[config.mk]
export PLATFORM = sky130hd
export DESIGN_NAME = d2f_div_stage
export DESIGN_NICKNAME = d
export VERILOG_FILES = /design/src/sv/decimal_to_float_converter_assert.svh /design/src/sv/d2f_pkg.sv /design/src/sv/d2f_div_stage.sv
export SDC_FILE = /design/constraint.sdc
export NUM_CORES = 1
export LEC_CHECK = 0
export ABC_AREA = 1
export ABC_CLOCK_PERIOD_IN_PS = 7400
export BUFFER_PORTS_ARGS = -buffer_cell sky130_fd_sc_hd__buf_2
export CELL_PAD_IN_SITES_DETAIL_PLACEMENT = 1
export CELL_PAD_IN_SITES_GLOBAL_PLACEMENT = 1
export CORE_ASPECT_RATIO = 1.4
export CORE_UTILIZATION = 28
export DETAILED_ROUTE_END_ITERATION = 8
export PLACE_DENSITY_LB_ADDON = 0.25
export SLEW_MARGIN = 20
export SYNTH_ARGS = -nofsm -noshare
export SYNTH_HDL_FRONTEND = slang
export SYNTH_SLANG_ARGS = --single-unit
[constraint.sdc]
create_clock -name clk -period 7.4 [get_ports clk]
set_input_delay 1.48 -clock clk [delete_from_list [all_inputs] [get_ports clk]]
set_output_delay 1.48 -clock clk [all_outputs]
set_load 0.1 [all_outputs]
[src/sv/decimal_to_float_converter_assert.svh]
// Assertion macros used by the converter RTL
`ifndef DECIMAL_TO_FLOAT_CONVERTER_ASSERT_SVH
`define DECIMAL_TO_FLOAT_CONVERTER_ASSERT_SVH

// Clocked assertion, disabled while in reset
`define D2F_ASSERT(label, prop, msg) \
  label: assert property (@(posedge clk) disable iff (!rst_n) (prop)) else $error(msg);

// Same-cycle implication
`define D2F_ASSERT_IMP(label, ante, cons, msg) \
  `D2F_ASSERT(label, (ante) |-> (cons), msg)

`endif

[src/sv/d2f_pkg.sv]
package d2f_pkg;

  localparam int MANT_W_DEF = 96;
  localparam int LOW_W      = 64;
  localparam int HIGH_W     = 32;
  localparam int SCALE_W    = 5;
  localparam int FLOAT_W    = 32;
  localparam int NORM_W     = 128;
  localparam int Q_BITS     = 26;
  localparam int N_SCALE    = 32;
  localparam int EXP_W      = 9;
  localparam int DEXP_W     = 7;
  localparam int FRAC_W     = 23;
  localparam int BIAS_M1    = 126;

  typedef logic [NORM_W-1:0] norm_t;
  typedef norm_t             dtab_t [N_SCALE];
  typedef logic [DEXP_W-1:0] dexp_t [N_SCALE];

  // 10^s shifted so its top bit sits at NORM_W-1
  function automatic dtab_t build_dtab();
    norm_t p;
    norm_t n;
    dtab_t t;
    p = norm_t'(1);
    for (int s = 0; s < N_SCALE; s++) begin
      n = p;
      for (int k = 0; k < NORM_W; k++) begin
        if (!n[NORM_W-1]) n = n << 1;
      end
      t[s] = n;
      p = (p << 3) + (p << 1);
    end
    return t;
  endfunction

  // bit position of the top bit of 10^s
  function automatic dexp_t build_dexp();
    norm_t p;
    dexp_t t;
    p = norm_t'(1);
    for (int s = 0; s < N_SCALE; s++) begin
      t[s] = '0;
      for (int k = 0; k < NORM_W; k++) begin
        if (p[k]) t[s] = DEXP_W'(k);
      end
      p = (p << 3) + (p << 1);
    end
    return t;
  endfunction

  localparam dtab_t DN_TAB = build_dtab();
  localparam dexp_t DE_TAB = build_dexp();

  typedef struct packed {
    logic               valid;
    logic               sign;
    logic               zero;
    logic [EXP_W-1:0]   expo;
    logic [SCALE_W-1:0] scale;
    logic [NORM_W:0]    rem;
    logic [Q_BITS-1:0]  quo;
  } div_t;

endpackage

[src/sv/d2f_div_stage.sv]
module d2f_div_stage (
  input  logic          clk,
  input  logic          rst_n,
  input  logic          adv,
  input  d2f_pkg::div_t d_in,
  output d2f_pkg::div_t d_out
);
  import d2f_pkg::*;

  logic [NORM_W:0] dvs;
  logic [NORM_W:0] diff;
  logic            ge;
  div_t            d_nxt;
  div_t            d_r;

  always_comb begin
    dvs   = {1'b0, DN_TAB[d_in.scale]};
    ge    = d_in.rem >= dvs;
    diff  = ge ? (d_in.rem - dvs) : d_in.rem;
    d_nxt = d_in;
    d_nxt.rem = {diff[NORM_W-1:0], 1'b0};
    d_nxt.quo = {d_in.quo[Q_BITS-2:0], ge};
  end

  always_ff @(posedge clk) begin
    if (!rst_n) begin
      d_r.valid <= 1'b0;
    end else if (adv) begin
      d_r <= d_nxt;
    end
  end

  assign d_out = d_r;

endmodule

# Yosys cells after proc, flatten, opt, wreduce, memory -nomap -nowiden
# Memories as Yosys holds them, arrays and structs flattened.
# Index checks and enable logic that the tools add are counted.
# Widths: inputs -> output; s select.
[classes]
add_sub_neg = 1
n_mux = 3
n_lt_le_gt_ge = 2
reduce_logical = 1
n_bitwise = 1
[op_table]
columns = ["op", "count"]
rows = [
  ["$mux 128", 3],
  ["$ge 129x128->1", 1],
  ["$sub 128x128->128", 1],
  ["$ge 6x6->1 const B", 1],
  ["$not 5->6", 1],
  ["$reduce_and 2->1", 1],
]
[totals]
in_bits = 175
n_memories = 1
elab_cells = 16
romBits = 4096
register_bits = 171
output_inout_bits = 172
[mem_list]
columns = ["memory", "depth", "word_bits", "rd", "rd_clocked_by_memory_dff", "wr", "line_no", "source"]
rows = [
  ["(no name shown)", 32, 128, 1, 0, 0, "d2f_div_stage.sv:17", "dvs = {1'b0, DN_TAB[d_in.scale]};"],
]

# Longest topological paths before layout
[logic_depth]
depth_word = 6
depth_mapped = 24
mapped_depth_nobuf = 22

# Least setup slack after synthesis
# OpenSTA, ideal clock, no wires.
[synth_timing]
kind = "input -> register"
startpoint = "input rst_n"
endpoint = "register d_r (netlist bit d_out[0]) (enable)"
arrival_ns = 4.783
required_time_ns = 6.878
cell_stages = 2
path_buffers = 0
setup_ns = 0.522
slack_ns = 2.095
path_cell_list = "nand2_1 inv_1"
[synth_between]
elab_chain_cells = 1
[synth_lines]
columns = ["item", "line_no", "source"]
rows = [
  ["from (decl)", "d2f_div_stage.sv:3", "input logic rst_n,"],
  ["$reduce_and 2->1 (no source line)", "-", ""],
  ["to (signal assigned)", "d2f_div_stage.sv:29", "d_r <= d_nxt;"],
  ["to (decl)", "d2f_div_stage.sv:14", "div_t d_r;"],
]
# Every way passes these cells.
# A chain may end at the register's enable or synchronous reset.

# Final worst setup path
[layout_timing]
startpoint = "input d_in[157] (netlist bit)"
endpoint = "register d_r (netlist bit d_out[130]), data pin"
[layout_between]
elab_chain_cells = 6
elab_cells_between_ends = 7
classes_between = "add/sub: 1; order compare: 1; mux: 3; bitwise: 1; memory: 1"
[layout_lines]
columns = ["item", "line_no", "source"]
rows = [
  ["from (decl)", "d2f_div_stage.sv:5", "input d2f_pkg::div_t d_in,"],
  ["$not 5->6 (not written as such) (*)", "d2f_div_stage.sv:17", ""],
  ["$mem_v2 32x128 (*)", "-", ""],
  ["$mux 128 (not written as such) (*) (2 in a row)", "d2f_div_stage.sv:17", ""],
  ["$sub 128x128->128 / $ge 129x128->1 (equally long branches)", "d2f_div_stage.sv:19, d2f_div_stage.sv:18", ""],
  ["$mux 128 (*)", "d2f_div_stage.sv:19", "diff = ge ? (d_in.rem - dvs) : d_in.rem;"],
  ["via diff[103]", "d2f_div_stage.sv:11", "logic [NORM_W:0] diff;"],
]
# The timed path passes the listed nets; every way through them passes the cells marked *. The select of a mux whose other input is x is not followed.

==> impl_metrics.json <==
{
  "cp_max_fo": 31,
  "drc_errors": 0,
  "cts-resized-gates": 0,
  "nets": 2691,
  "syn_to_final_growth_pct": 22.3,
  "synth.avg_cell_area_um2": 6.76,
  "ctsHoldBuffers": 0,
  "crit_buf_inv": 5,
  "async_reset_ff_frac": 0,
  "globalplace.congestion": 0.956,
  "grt_overflow": 0,
  "slowest_stage": "o311ai_1",
  "clock_latency_ps": 470,
  "numCtsBuffers": 17,
  "final_common_cell": "nand2_1",
  "ys_seq_elements": 171,
  "p_sw_frac": 0.486,
  "cts.sinks": 171,
  "arrival_ps": 6050,
  "timing.fmax_ghz": 0.175,
  "p_sw_mw": 1.90,
  "grt_pass1_wl_mm": 96.5,
  "synth-simple-area-share": 0.348,
  "worst_slew_pin_slew_ps": 1140,
  "layout-drive-gt1-share": 0.177,
  "worstPathCellList": "buf_2 > inv_1 > buf_4 > nor2_1 > nor3_1 > o311ai_1 > ha_1 > a21oi_1 > o21ai_0 > nand2_1 > nand2_1 > a21oi_1 > nand2_1 > nor2_1 > nand2_2 > inv_2 > buf_4 > nand2_1 > nand2_1",
  "cp-start-kind": "input pin",
  "synth_area_mm2": 0.0141,
  "viasPerCell": 4.84,
  "num_rows": 96,
  "final_cell_area_mm2": 0.0172,
  "p_per_area_mw_per_mm2": 227,
  "slowest_delay_ps": 930,
  "muxShareOfSynthArea": 0,
  "layout.cells.non_filler": 3081,
  "crit_path_frequent_cell": "nand2_1",
  "antenna_found_initial": 0,
  "critPathTopFamily": "compound AO/OA/AOI/OAI gates",
  "synth_flop_cell": "edfxtp_1",
  "firstDrtPassIters": 5,
  "setup_viol": 0,
  "synth_warnings": 0,
  "mostFrequentLayoutCells": "nand2_1, buf_2, inv_1",
  "r2r_slack_ps": 6770,
  "clock_path_buffers": 2,
  "synth_adder_area_share": 0.0755,
  "critPathRequiredTime_ps": 7730,
  "io-pin-count": 347,
  "dpl_cell_area_mm2": 0.0166,
  "cts_tree": "built",
  "dieArea_mm2": 0.0512,
  "fin_tns_setup_ps": 0,
  "synth-seq-area-share": 0.364,
  "cts_setup_buffers": 0,
  "synthCells": 2082,
  "wl_per_cell_um": 21.7,
  "detailed_place_hpwl_mm": 56.5,
  "max-cap-violations": 0,
  "p_leak_nw": 8.74,
  "relSlewSlack": 0.229,
  "p_comb_frac": 0.441,
  "synthXorXnorAreaFrac": 0.0249,
  "synth_compound_area_frac": 0.0843,
  "drv_slew": 0,
  "core_mm2": 0.0494,
  "synth-edff-count": 170,
  "clockRootBuffer": "clkbuf_16",
  "antennaDiodeCount": 0,
  "dieWidth_um": 192,
  "worstSetupEndpointType": "register",
  "drtIter0Drc": 691,
  "ant_nets": 0,
  "utilization": 0.349,
  "placed_cells": 3049,
  "peakVddDrop_uv": 203,
  "grt_pass1_vias": 15500,
  "start_util": 0.285,
  "synth_nets": 2342,
  "finalCriticalPeriod_ps": 5720,
  "rsz0062_at_grt": "no",
  "fin_skew_ps": 0,
  "largest_register_ffs": 171,
  "pwr-share-seq": 0.305,
  "p_int_mw": 2.01,
  "grt_use_total": 0.261,
  "critical_path_class": "input pin to register",
  "clkTransAtPathRegs_ps": 80,
  "ys_types": 42,
  "finalWirelength_mm": 66.8,
  "power.share.clock": 0.253,
  "hp-class": "register to register",
  "synth_top_family_by_area": "simple AND/OR/NAND/NOR gates",
  "routed-via-count": 14900,
  "finalCritPeriodShare": 0.773,
  "die_h_um": 267,
  "status": "finished clean",
  "cts_max_level": 4,
  "hold_viol_final": 0,
  "io_buffers": 344,
  "grt_start_max_net_pins": 88
}
[worst register-to-register path: cells and delay by family (launching register included)]
family | cells | cell delay, ps
flip-flops | 1 | 310
AO/OA/AOI/OAI | 2 | 220
[stage by stage]
step	hold WS (ps)	power (mW)	setup slack (ps)
6_report	553	3.91	1680
5_1_grt	619	4.10	1450
4_1_cts	568	3.96	1730
3_5_place_dp	551	2.94	1180
3_3_place_gp	527	2.93	1200
2_1_floorplan	986	2.46	2090
[path summary, 6_finish.rpt]
path / start / endpoint / cells after the start
max: d_in[157] / d_out[130]$_DFFE_PP_ / 19
min: d_out[171]$_SDFFE_PN0P_ / d_out[171]$_SDFFE_PN0P_ / 2
max reg2reg: d_out[171]$_SDFFE_PN0P_ / d_out[171]$_SDFFE_PN0P_ / 2
min reg2reg: d_out[171]$_SDFFE_PN0P_ / d_out[171]$_SDFFE_PN0P_ / 2
[cell usage after synthesis (8+ instances only)]
master	instances	area [um2]
nand3_1	97	485
clkbuf_1	19	71.3
o211ai_1	8	60.1
edfxtp_1	170	5100
nor4_1	11	68.8
nand2_1	809	3040
nor2_2	14	87.6
nand4_1	17	106
a21oi_1	86	430
nand3_2	9	90.1
inv_1	326	1220
nor3_1	11	55.1
inv_2	8	30.0
nor2_1	220	826
xor2_1	39	342
o21ai_0	68	340
ha_1	85	1060
nand3b_1	14	105
o21bai_1	8	60.1
[area by class of cell]
type,count,area [um2]
well taps,637,797
fillers,6396,32100
clock buffers,17,425
repair buffers,365,1890
inverters,335,1260
multi-input cells,1541,7500
flip-flops and latches,171,5120
clock inverters,15,211
[routing by layer]
| layer | global-route usage | up-vias | part of all wire |
|---|---|---|---|
| met5 | 0 | - | 0 |
| met4 | 0.151 | 0 | 0.058 |
| met3 | 0.0334 | 108 | 0.034 |
| met2 | 0.477 | 370 | 0.51 |
| met1 | 0.286 | 7099 | 0.39 |
| li1 | - | 7324 | - |
[power groups by stage]
stage          Clock, mW  Combinational (mW)  Sequential, mW
2_1_floorplan          0               0.661            1.79
3_3_place_gp           0                1.71            1.21
3_5_place_dp           0                1.73            1.22
4_1_cts             1.03                1.73            1.20
5_1_grt             1.05                1.85            1.20
6_report           0.991                1.73            1.19
[cell families after synthesis]
family | count (synthesis)
compound gates | 208
xor+xnor | 40
fa+ha+maj | 85
buf+inv | 370
flops | 171
other cells | 1
simple gates | 1207
No activity file was read; power rests on OpenSTA's default activity.
